`config.mk`:
```
export PLATFORM = sky130hd
export DESIGN_NAME = websocket_frame_deframer_top
export DESIGN_NICKNAME = d
export VERILOG_FILES = /design/src/hdl/wsd_pkg.sv /design/src/hdl/wsd_in_reg.sv /design/src/hdl/wsd_parser.sv /design/src/hdl/wsd_out_reg.sv /design/src/hdl/websocket_frame_deframer_top.sv
export SDC_FILE = /design/constraint.sdc
export NUM_CORES = 1
export LEC_CHECK = 0
export BUFFER_PORTS_ARGS = -buffer_cell sky130_fd_sc_hd__buf_4
export CELL_PAD_IN_SITES_DETAIL_PLACEMENT = 0
export CELL_PAD_IN_SITES_GLOBAL_PLACEMENT = 1
export CORE_ASPECT_RATIO = 0.9
export CORE_UTILIZATION = 47
export DETAILED_ROUTE_END_ITERATION = 8
export PLACE_DENSITY = 0.85
export SLEW_MARGIN = 20
export SYNTH_ARGS = -nofsm -noshare
export SYNTH_HDL_FRONTEND = slang
export SYNTH_SLANG_ARGS = --single-unit
```
`constraint.sdc`:
```
create_clock -name clk -period 9.4 [get_ports clk]
set_clock_uncertainty 0.2 [all_clocks]
set_input_delay 1.88 -clock clk [delete_from_list [all_inputs] [get_ports clk]]
set_output_delay 1.88 -clock clk [all_outputs]
set_load 0.02 [all_outputs]
```
`src/hdl/wsd_pkg.sv`:
```
// shared types and constants for the websocket frame deframer
package wsd_pkg;

  // opcodes
  localparam logic [3:0] OP_CONT   = 4'h0;
  localparam logic [3:0] OP_TEXT   = 4'h1;
  localparam logic [3:0] OP_BINARY = 4'h2;
  localparam logic [3:0] OP_CLOSE  = 4'h8;
  localparam logic [3:0] OP_PING   = 4'h9;
  localparam logic [3:0] OP_PONG   = 4'hA;

  // 7-bit length codes
  localparam logic [6:0] LEN7_MAX   = 7'd125;
  localparam logic [6:0] LEN7_EXT16 = 7'd126;
  localparam logic [6:0] LEN7_EXT64 = 7'd127;

  localparam logic [30:0] LIMIT_MAX = 31'h7FFF_FFFF;

  // parse phases
  localparam logic [2:0] PH_HDR1    = 3'd0;
  localparam logic [2:0] PH_HDR2    = 3'd1;
  localparam logic [2:0] PH_EXT     = 3'd2;
  localparam logic [2:0] PH_MASK    = 3'd3;
  localparam logic [2:0] PH_PAYLOAD = 3'd4;

  // event codes
  localparam logic [2:0] EV_DATA  = 3'd0;
  localparam logic [2:0] EV_EMPTY = 3'd1;
  localparam logic [2:0] EV_PING  = 3'd2;
  localparam logic [2:0] EV_PONG  = 3'd3;
  localparam logic [2:0] EV_CLOSE = 3'd4;
  localparam logic [2:0] EV_ERROR = 3'd5;

  // error codes
  localparam logic [1:0] ERR_CTRL_EXT  = 2'd0;
  localparam logic [1:0] ERR_TOO_BIG   = 2'd1;
  localparam logic [1:0] ERR_NO_CONT   = 2'd2;
  localparam logic [1:0] ERR_UNKNOWN   = 2'd3;

  typedef struct packed {
    logic [2:0]  event_res;
    logic [7:0]  data_byte;
    logic        message_is_text;
    logic        message_last;
    logic [15:0] close_code;
    logic [1:0]  error_code;
  } wsd_result_t;

endpackage

```
`src/hdl/wsd_in_reg.sv`:
```
// input register for received bytes
module wsd_in_reg (
  input  logic       clk,
  input  logic       rst,
  input  logic       in_valid,
  output logic       in_stall,
  input  logic [7:0] in_byte,
  input  logic       take,
  output logic       held_valid,
  output logic [7:0] held_byte
);
  import wsd_pkg::*;

  assign in_stall = held_valid && !take;

  always_ff @(posedge clk) begin
    if (rst) begin
      held_valid <= 1'b0;
    end else if (in_valid && !in_stall) begin
      held_valid <= 1'b1;
    end else if (take) begin
      held_valid <= 1'b0;
    end
  end

  always_ff @(posedge clk) begin
    if (in_valid && !in_stall) begin
      held_byte <= in_byte;
    end
  end
endmodule

```
`src/hdl/wsd_parser.sv`:
```
// frame parse state and per-byte decode logic
module wsd_parser (
  input  logic                clk,
  input  logic                rst,
  input  logic                cfg_write,
  input  logic [30:0]         cfg_data,
  input  logic                step,
  input  logic [7:0]          b,
  output logic                res_valid,
  output wsd_pkg::wsd_result_t res
);
  import wsd_pkg::*;

  logic [30:0] max_bytes;
  logic [2:0]  parse_phase, parse_phase_next;
  logic        stopped, stopped_next;
  logic        frame_fin, frame_fin_next;
  logic [3:0]  frame_opcode, frame_opcode_next;
  logic        frame_masked, frame_masked_next;
  logic        frame_long_len, frame_long_len_next;
  logic [3:0]  ext_bytes_left, ext_bytes_left_next;
  logic [63:0] frame_remaining, frame_remaining_next;
  logic [31:0] mask_key, mask_key_next;
  logic [1:0]  mask_position, mask_position_next;
  logic [15:0] close_acc, close_acc_next;
  logic [1:0]  close_seen, close_seen_next;
  logic [30:0] message_bytes, message_bytes_next;
  logic        message_text, message_text_next;

  logic        hdr_done;
  logic        ctrl;
  logic        data_op;
  logic        known_op;
  logic [30:0] lim;
  logic [31:0] sum;
  logic        over;
  logic [7:0]  key_byte;
  logic [7:0]  d;
  logic        last_byte;
  logic [6:0]  len7;

  assign lim      = (max_bytes == '0) ? LIMIT_MAX : max_bytes;
  assign ctrl     = frame_opcode[3];
  assign data_op  = (frame_opcode == OP_CONT) || (frame_opcode == OP_TEXT) ||
                    (frame_opcode == OP_BINARY);
  assign known_op = data_op || (frame_opcode == OP_CLOSE) ||
                    (frame_opcode == OP_PING) || (frame_opcode == OP_PONG);
  assign len7     = b[6:0];

  always_comb begin
    unique case (mask_position)
      2'd0:    key_byte = mask_key[31:24];
      2'd1:    key_byte = mask_key[23:16];
      2'd2:    key_byte = mask_key[15:8];
      default: key_byte = mask_key[7:0];
    endcase
  end

  assign d         = b ^ key_byte;
  assign last_byte = (frame_remaining == 64'd1);

  always_comb begin
    parse_phase_next     = parse_phase;
    stopped_next         = stopped;
    frame_fin_next       = frame_fin;
    frame_opcode_next    = frame_opcode;
    frame_masked_next    = frame_masked;
    frame_long_len_next  = frame_long_len;
    ext_bytes_left_next  = ext_bytes_left;
    frame_remaining_next = frame_remaining;
    mask_key_next        = mask_key;
    mask_position_next   = mask_position;
    close_acc_next       = close_acc;
    close_seen_next      = close_seen;
    message_bytes_next   = message_bytes;
    message_text_next    = message_text;
    hdr_done             = 1'b0;
    res_valid            = 1'b0;
    res                  = '0;
    sum                  = '0;
    over                 = 1'b0;

    unique case (parse_phase)
      PH_HDR1: begin
        frame_fin_next    = b[7];
        frame_opcode_next = b[3:0];
        parse_phase_next  = PH_HDR2;
      end
      PH_HDR2: begin
        frame_masked_next    = b[7];
        mask_key_next        = '0;
        mask_position_next   = '0;
        frame_long_len_next  = len7 > LEN7_MAX;
        frame_remaining_next = {57'd0, len7};
        if (len7 == LEN7_EXT16 || len7 == LEN7_EXT64) begin
          ext_bytes_left_next  = (len7 == LEN7_EXT16) ? 4'd2 : 4'd8;
          frame_remaining_next = '0;
          parse_phase_next     = PH_EXT;
        end else if (b[7]) begin
          parse_phase_next = PH_MASK;
        end else begin
          hdr_done = 1'b1;
        end
      end
      PH_EXT: begin
        frame_remaining_next = {frame_remaining[55:0], b};
        ext_bytes_left_next  = ext_bytes_left - 4'd1;
        if (ext_bytes_left_next == '0) begin
          if (frame_masked) begin
            parse_phase_next = PH_MASK;
          end else begin
            hdr_done = 1'b1;
          end
        end
      end
      PH_MASK: begin
        mask_key_next = {mask_key[23:0], b};
        if (mask_position != 2'd3) begin
          mask_position_next = mask_position + 2'd1;
        end else begin
          hdr_done = 1'b1;
        end
      end
      PH_PAYLOAD: begin
        mask_position_next   = mask_position + 2'd1;
        frame_remaining_next = frame_remaining - 64'd1;
        if (data_op) begin
          res_valid           = 1'b1;
          res.event_res       = EV_DATA;
          res.data_byte       = d;
          res.message_is_text = message_text;
          if (last_byte) begin
            parse_phase_next = PH_HDR1;
            res.message_last = frame_fin;
            if (frame_fin) begin
              message_bytes_next = '0;
            end
          end
        end else begin
          if (close_seen < 2'd2) begin
            close_acc_next  = {close_acc[7:0], d};
            close_seen_next = close_seen + 2'd1;
          end
          if (last_byte) begin
            parse_phase_next = PH_HDR1;
            res_valid        = 1'b1;
            if (frame_opcode == OP_PING) begin
              res.event_res = EV_PING;
            end else if (frame_opcode == OP_PONG) begin
              res.event_res = EV_PONG;
            end else begin
              res.event_res  = EV_CLOSE;
              res.close_code = (close_seen_next >= 2'd2) ? close_acc_next : '0;
            end
          end
        end
      end
      default: begin
        parse_phase_next = PH_HDR1;
      end
    endcase

    // header checks and frame setup
    if (hdr_done) begin
      sum  = {1'b0, message_bytes} + {1'b0, frame_remaining_next[30:0]};
      over = (frame_remaining_next[63:31] != '0) ||
             (frame_remaining_next[30:0] > lim) || (sum > {1'b0, lim});
      priority if (ctrl && frame_long_len_next) begin
        stopped_next   = 1'b1;
        res_valid      = 1'b1;
        res.event_res  = EV_ERROR;
        res.error_code = ERR_CTRL_EXT;
      end else if (!ctrl && over) begin
        stopped_next   = 1'b1;
        res_valid      = 1'b1;
        res.event_res  = EV_ERROR;
        res.error_code = ERR_TOO_BIG;
      end else if (!ctrl && frame_remaining_next != '0 && message_bytes != '0 &&
                   frame_opcode != OP_CONT) begin
        stopped_next   = 1'b1;
        res_valid      = 1'b1;
        res.event_res  = EV_ERROR;
        res.error_code = ERR_NO_CONT;
      end else if (!known_op) begin
        stopped_next   = 1'b1;
        res_valid      = 1'b1;
        res.event_res  = EV_ERROR;
        res.error_code = ERR_UNKNOWN;
      end else begin
        if (!ctrl) begin
          if (frame_opcode != OP_CONT) begin
            message_text_next = (frame_opcode == OP_TEXT);
          end
          message_bytes_next = sum[30:0];
        end
        mask_position_next = '0;
        close_acc_next     = '0;
        close_seen_next    = '0;
        if (frame_remaining_next == '0) begin
          // empty frame ends right at the header
          parse_phase_next = PH_HDR1;
          if (data_op) begin
            if (frame_fin) begin
              message_bytes_next  = '0;
              res_valid           = 1'b1;
              res.event_res       = EV_EMPTY;
              res.message_is_text = message_text_next;
              res.message_last    = 1'b1;
            end
          end else if (frame_opcode == OP_PING) begin
            res_valid     = 1'b1;
            res.event_res = EV_PING;
          end else if (frame_opcode == OP_PONG) begin
            res_valid     = 1'b1;
            res.event_res = EV_PONG;
          end else begin
            res_valid     = 1'b1;
            res.event_res = EV_CLOSE;
          end
        end else begin
          parse_phase_next = PH_PAYLOAD;
        end
      end
    end

    if (!step || stopped) begin
      res_valid = 1'b0;
    end
  end

  always_ff @(posedge clk) begin
    if (rst) begin
      max_bytes <= LIMIT_MAX;
    end else if (cfg_write) begin
      max_bytes <= cfg_data;
    end
  end

  always_ff @(posedge clk) begin
    if (rst) begin
      parse_phase     <= PH_HDR1;
      stopped         <= 1'b0;
      frame_fin       <= 1'b0;
      frame_opcode    <= '0;
      frame_masked    <= 1'b0;
      frame_long_len  <= 1'b0;
      ext_bytes_left  <= '0;
      frame_remaining <= '0;
      mask_key        <= '0;
      mask_position   <= '0;
      close_acc       <= '0;
      close_seen      <= '0;
      message_bytes   <= '0;
      message_text    <= 1'b0;
    end else if (step && !stopped) begin
      parse_phase     <= parse_phase_next;
      stopped         <= stopped_next;
      frame_fin       <= frame_fin_next;
      frame_opcode    <= frame_opcode_next;
      frame_masked    <= frame_masked_next;
      frame_long_len  <= frame_long_len_next;
      ext_bytes_left  <= ext_bytes_left_next;
      frame_remaining <= frame_remaining_next;
      mask_key        <= mask_key_next;
      mask_position   <= mask_position_next;
      close_acc       <= close_acc_next;
      close_seen      <= close_seen_next;
      message_bytes   <= message_bytes_next;
      message_text    <= message_text_next;
    end
  end
endmodule

```
`src/hdl/wsd_out_reg.sv`:
```
// result register for deframer events
module wsd_out_reg (
  input  logic                clk,
  input  logic                rst,
  input  logic                load,
  input  wsd_pkg::wsd_result_t res,
  input  logic                out_stall,
  output logic                out_valid,
  output wsd_pkg::wsd_result_t held
);
  import wsd_pkg::*;

  always_ff @(posedge clk) begin
    if (rst) begin
      out_valid <= 1'b0;
    end else if (load) begin
      out_valid <= 1'b1;
    end else if (!out_stall) begin
      out_valid <= 1'b0;
    end
  end

  always_ff @(posedge clk) begin
    if (load) begin
      held <= res;
    end
  end
endmodule

```
`src/hdl/websocket_frame_deframer_top.sv`:
```
// top level of the websocket receive-side frame deframer
//
//   channel | direction | handshake           | payload
//   --------+-----------+---------------------+-----------------------------------------
//   in      | sink      | in_valid / in_stall | in_byte
//   out     | source    | out_valid/out_stall | event_res, data_byte, message_is_text,
//           |           |                     | message_last, close_code, error_code
//   cfg     | sink      | cfg_write           | cfg_data (max_message_bytes)
//
// one byte request per cycle sustained while the out port does not stall; a byte sits in the input
//   register while the parser decodes it, and its event, if any, is loaded into the result
//   register that drives the out port
// rst is synchronous, active high: parse state cleared, limit back to its maximum
// a stalled result holds the parser; the input register takes a byte while it is empty or
//   while its held byte is taken, else in_stall stays high until the parser takes the held byte
// after an error event the block drops every byte until reset
module websocket_frame_deframer_top (
  input  logic        clk,
  input  logic        rst,
  // byte stream in
  input  logic        in_valid,
  output logic        in_stall,
  input  logic [7:0]  in_byte,
  // events out
  output logic        out_valid,
  input  logic        out_stall,
  output logic [2:0]  event_res,
  output logic [7:0]  data_byte,
  output logic        message_is_text,
  output logic        message_last,
  output logic [15:0] close_code,
  output logic [1:0]  error_code,
  // limit register
  input  logic        cfg_write,
  input  logic [30:0] cfg_data
);
  import wsd_pkg::*;

  logic        held_valid;
  logic [7:0]  held_byte;
  logic        take;
  logic        res_valid;
  wsd_result_t res;
  wsd_result_t held_res;

  // parser advances when a byte waits and the result register is free or draining
  assign take = held_valid && (!out_valid || !out_stall);

  wsd_in_reg u_in (
    .clk        (clk),
    .rst        (rst),
    .in_valid   (in_valid),
    .in_stall   (in_stall),
    .in_byte    (in_byte),
    .take       (take),
    .held_valid (held_valid),
    .held_byte  (held_byte)
  );

  wsd_parser u_parse (
    .clk       (clk),
    .rst       (rst),
    .cfg_write (cfg_write),
    .cfg_data  (cfg_data),
    .step      (take),
    .b         (held_byte),
    .res_valid (res_valid),
    .res       (res)
  );

  // only bytes that raise an event load the result register
  wsd_out_reg u_out (
    .clk       (clk),
    .rst       (rst),
    .load      (take && res_valid),
    .res       (res),
    .out_stall (out_stall),
    .out_valid (out_valid),
    .held      (held_res)
  );

  assign event_res       = held_res.event_res;
  assign data_byte       = held_res.data_byte;
  assign message_is_text = held_res.message_is_text;
  assign message_last    = held_res.message_last;
  assign close_code      = held_res.close_code;
  assign error_code      = held_res.error_code;
endmodule

```
==> results by stage <==
Run status:
- The run finished with clean final reports.

Placement:
- The number of port buffers is 76.
- The placed instance count is 2354.
- The post-placement cell area is ~17000 um2.
- The global placement routability congestion is 0.9696.
- Once detailed placement completed, the half-perimeter wirelength came to roughly 38 mm.

Critical path:
- The critical setup path kind is reg -> reg.
- For the worst flop-to-flop path, the logic depth is 27.
- The buffers plus inverters on the worst setup path is 1.
- The category of the worst setup path capture point is a flip-flop.
- The launch instance of the worst register-to-register path is u_parse.frame_remaining[0].
- The largest single stage delay on the critical path is 710 ps.
- The library cell contributing the largest single delay on the critical path is or4_1.
- In this run the critical register-to-register path is captured at u_out.held[3].
- The startpoint of the most critical setup path is u_parse.frame_remaining[0].
- In this run the worst path has a maximum fanout of 31.
- The required time at the endpoint of the critical path is 9370 ps.
- The register-to-register setup slack is 620 ps.
- The cell family contributing the most delay on the critical path is compound AO/OA/AOI/OAI gates.
- The worst setup path is launched from a flip-flop.
- At the worst endpoint, the arrival time is between 8000 and 9000 ps.

Synthesis:
- In the synthesized netlist the async set-or-reset flop fraction comes to 0%.
- The cell accounting for the most synthesized area is dfxtp_1.
- The number of synthesized register bits is 235.
- The synthesized netlist contains 85 unique library cells.
- The number of nets handed over by synthesis was about 2100.
- A synthesized cell averages 7.999 um2.
- The post-synthesis instance area is 15730 um2.
- Sorting the synthesized cells by area gives the leading types as dfxtp_1, ha_1, edfxtp_1.
- The total of warnings raised by yosys is 0.
- Of the post-synthesis cell area, the dominant cell type holds 24.95%.
- Counting every instance in the synthesized netlist gives 1966.
- Yosys mapped a number of flops with a built-in enable equal to 39.
- After synthesis, flip-flops and latches occupy 32.40% of the total area.
- The commonest register cell after synthesis is dfxtp_1.

Pwr:
- For this design the total switching power over the nets is around 860 uW.
- In this run the power density over the cells is 152.9 nW/um2.
- The internal portion of the total power is 1814 uW.
- Of the total power, the share spent switching nets is 32.06%.
- The cell leakage power is 0.007302 uW.
- Sequential cells burn 41.2% of the power.
- Of the total power, combinational logic draws 19.9%.
- Of the total power, the clock network draws 38.9%.
- The worst IR drop on VDD is 0.0001172 V.

Hold path:
- For hold timing, the worst endpoint is u_parse.mask_key[24].
- The cell depth of the worst hold path is 2.
- In this run the most critical hold path is launched from u_parse.mask_key[24].
- The worst min-delay path category is reg -> reg.

GRT:
- Across every metal layer, demand over resource in global routing totals roughly 30%.
- The total congestion overflow after global routing is 0.
- Entering global routing, the biggest net connects 78 pins.
- The initial antenna violation count is 0.
- The first global-routing pass estimated 81.15 mm of wire.
- The via count of the first global-routing pass is 14130.

Detailed routing:
- The total number of vias is ~15000.
- The number of detailed-routing iterations run before antenna repair is 6.
- After detailed routing, the average wire length per cell comes to between 20 and 25 um.
- Dividing the detail-routed via count by the number of cells gives 6.395.
- The detailed-route wire length is roughly 52 mm.
- In the routed design, unresolved DRC markers number 0.
- The violation count after the first detailed-route iteration is between 1500 and 2000.
- The number of routed nets with antenna violations is 0.

Floorplanning:
- The region available for standard cell placement spans 32950 um2.
- In this run the vertical extent of the chip is 175.5 um.
- The row count is 63.
- The initial utilization of the core area, before any placement, comes to 47.73%.
- In this run the count of I/O pins placed on the die edge is 77.
- The die covers around 34000 um2.
- The overall die width is 194.8 um.

Layout:
- After the flow finishes, the layout carries non-filler instances totaling 2404.
- The number of antenna diodes in the final layout is 0.
- After the last flow step, the layout net total stands at 2111.
- The finished cells cover 17460 um2.
- For this run, the share of the core covered by cells in the final layout is a little over half.
- The number of fill cells in the layout is between 3000 and 4000.
- From synthesis to final layout, the design area changed by 11.04%.
- In the final layout, the share of cells above drive strength 1 is 9.939%.

Clock tree:
- Buffers inserted during clock tree synthesis total 27.
- At the later pin of the worst-skew pair, clock insertion delay measures 580 ps.
- The root buffer cell is clkbuf_16.
- Clock-pin slew was measured on the worst setup and hold paths at 60 ps.
- The number of gates resized after CTS is 0.
- CTS saw 235 sinks.
- In this run the deepest clock path goes through 3 buffers.
- After clock tree synthesis, the setup repair step added 0 buffers.
- In this run the number of H-tree levels came out at 1.
- Hold repair after CTS inserted 0 buffers.
- TritonCTS built the clock tree.

STA:
- The number of endpoints with negative hold slack in the final report is 0.
- The number of max-slew violations in the final report is 0.
- The worst pin sits at a relative slew slack of 31.38%.
- Summed over all failing endpoints, the final setup total negative slack is 0 ps.
- Setup violations remaining at the end of the flow were counted as 0.
- The worst hold margin is 253.6 ps.
- The final critical delay including setup and external delays is 8785 ps.
- The transition time at the pin with the least slew margin is between 1000 and 1500 ps.
- Setup repair after global routing left no endpoint under its margin.
- The highest clock frequency the design can meet is 113.8 MHz.
- Of the available clock period, the critical path in the final layout requires 93.45%.

Job:
- The number of max-capacitance violations reported is 0.
[metrics by stage]
stage,total power [uW],worst slack [ps]
after floorplan,1459,1550
final,2670,615.4
after CTS,2674,520.7
after detailed placement,1637,563.6
after global placement,1631,796.3
after global routing,2778,147.4
[layer usage]
metal  vias up  wire length, um  global-route usage [%]
met5         -                0                       0
met4         0             1509                   9.908
met3        98             3769                   4.512
met2       628            22910                   46.15
met1      7329            23510                   41.93
li1       7319                -                       -
[worst reg2reg max path: cells and delay by family (launching register included)]
family / cells / cell delay, ps
compound gates: 17 / 5030
xor+xnor: 1 / 200
flops: 1 / 400
simple gates: 6 / 1710
fa+ha+maj: 2 / 650
buf+inv: 1 / 150
[cells in the mapped netlist (9+ instances only)]
cell	number
nand3_1	74
buf_1	14
o21ai_0	59
or4_1	15
dfxtp_1	196
a211oi_1	35
mux2i_1	70
a31oi_1	18
a221oi_1	12
o21a_1	11
a222oi_1	11
ha_1	105
a21o_1	39
xor2_1	23
nor3_1	62
nor4_1	70
a221o_1	23
nor2b_1	20
nor2_1	202
nand4_1	37
or2_2	9
edfxtp_1	39
or3_1	27
clkbuf_1	125
a22oi_1	11
a22o_1	16
a21oi_1	160
inv_1	62
nand2_1	202
nand2b_1	15
o31ai_1	10
and3_1	31
xnor2_1	28
[kinds of logic after synthesis]
logic type,synth area share (%)
simple gates,24.97
compound gates,21.55
flops,32.40
buf+inv,5.164
fa+ha+maj,8.546
mux,4.527
xor+xnor,2.841
[how the worst max path moves through the flow]
stage,depth (start not counted),slack (ps),end
global placement,29,800,u_out.held[22]
global route,27,150,u_out.held[9]
finish,27,620,u_out.held[3]
floorplan,30,1550,u_out.held[0]
detailed placement,29,560,u_out.held[27]
CTS,29,520,u_out.held[9]
[state kept, by name (all words and copies together), names as in the netlist, 2 cells and up]
signal and count:
u_parse.mask_key 32, u_parse.message_bytes 31, u_parse.close_seen 2, u_parse.max_bytes 31, u_parse.ext_bytes_left 4, u_parse.frame_remaining 64, u_parse.close_acc 16, u_out.held 31
u_parse.parse_phase 3, u_parse.mask_position 2, u_parse.frame_opcode 4, u_in.held_byte 8
[power groups by stage]
stage	Combinational (uW)	Clock, uW	Sequential (uW)
2_1_floorplan	368	0	1090
3_3_place_gp	511	0	1120
3_5_place_dp	517	0	1120
4_1_cts	519	1060	1100
5_1_grt	575	1100	1100
6_report	531	1040	1100
[area by class of cell]
class	count	area, um2	area share (%)
clock buffer	29	683.2	3.913
clock inverter	21	171.4	0.9817
timing repair buffer	112	840.8	4.815
sequential	235	5096	29.19
multi-input combinational	1522	9905	56.73
inverter	63	236.5	1.354
tap	422	528.0	3.024
[placed cells by master (no fill, tap or decap), types with 59 or more instances in the layout]
cell type,count
a21oi_1,160
ha_1,105
inv_1,62
nor4_1,70
nor3_1,60
mux2i_1,70
nand2_1,201
nor2_1,200
dfxtp_1,195
buf_4,112
nand3_1,73
o21ai_0,59
Power figures use the tool's default switching activity.
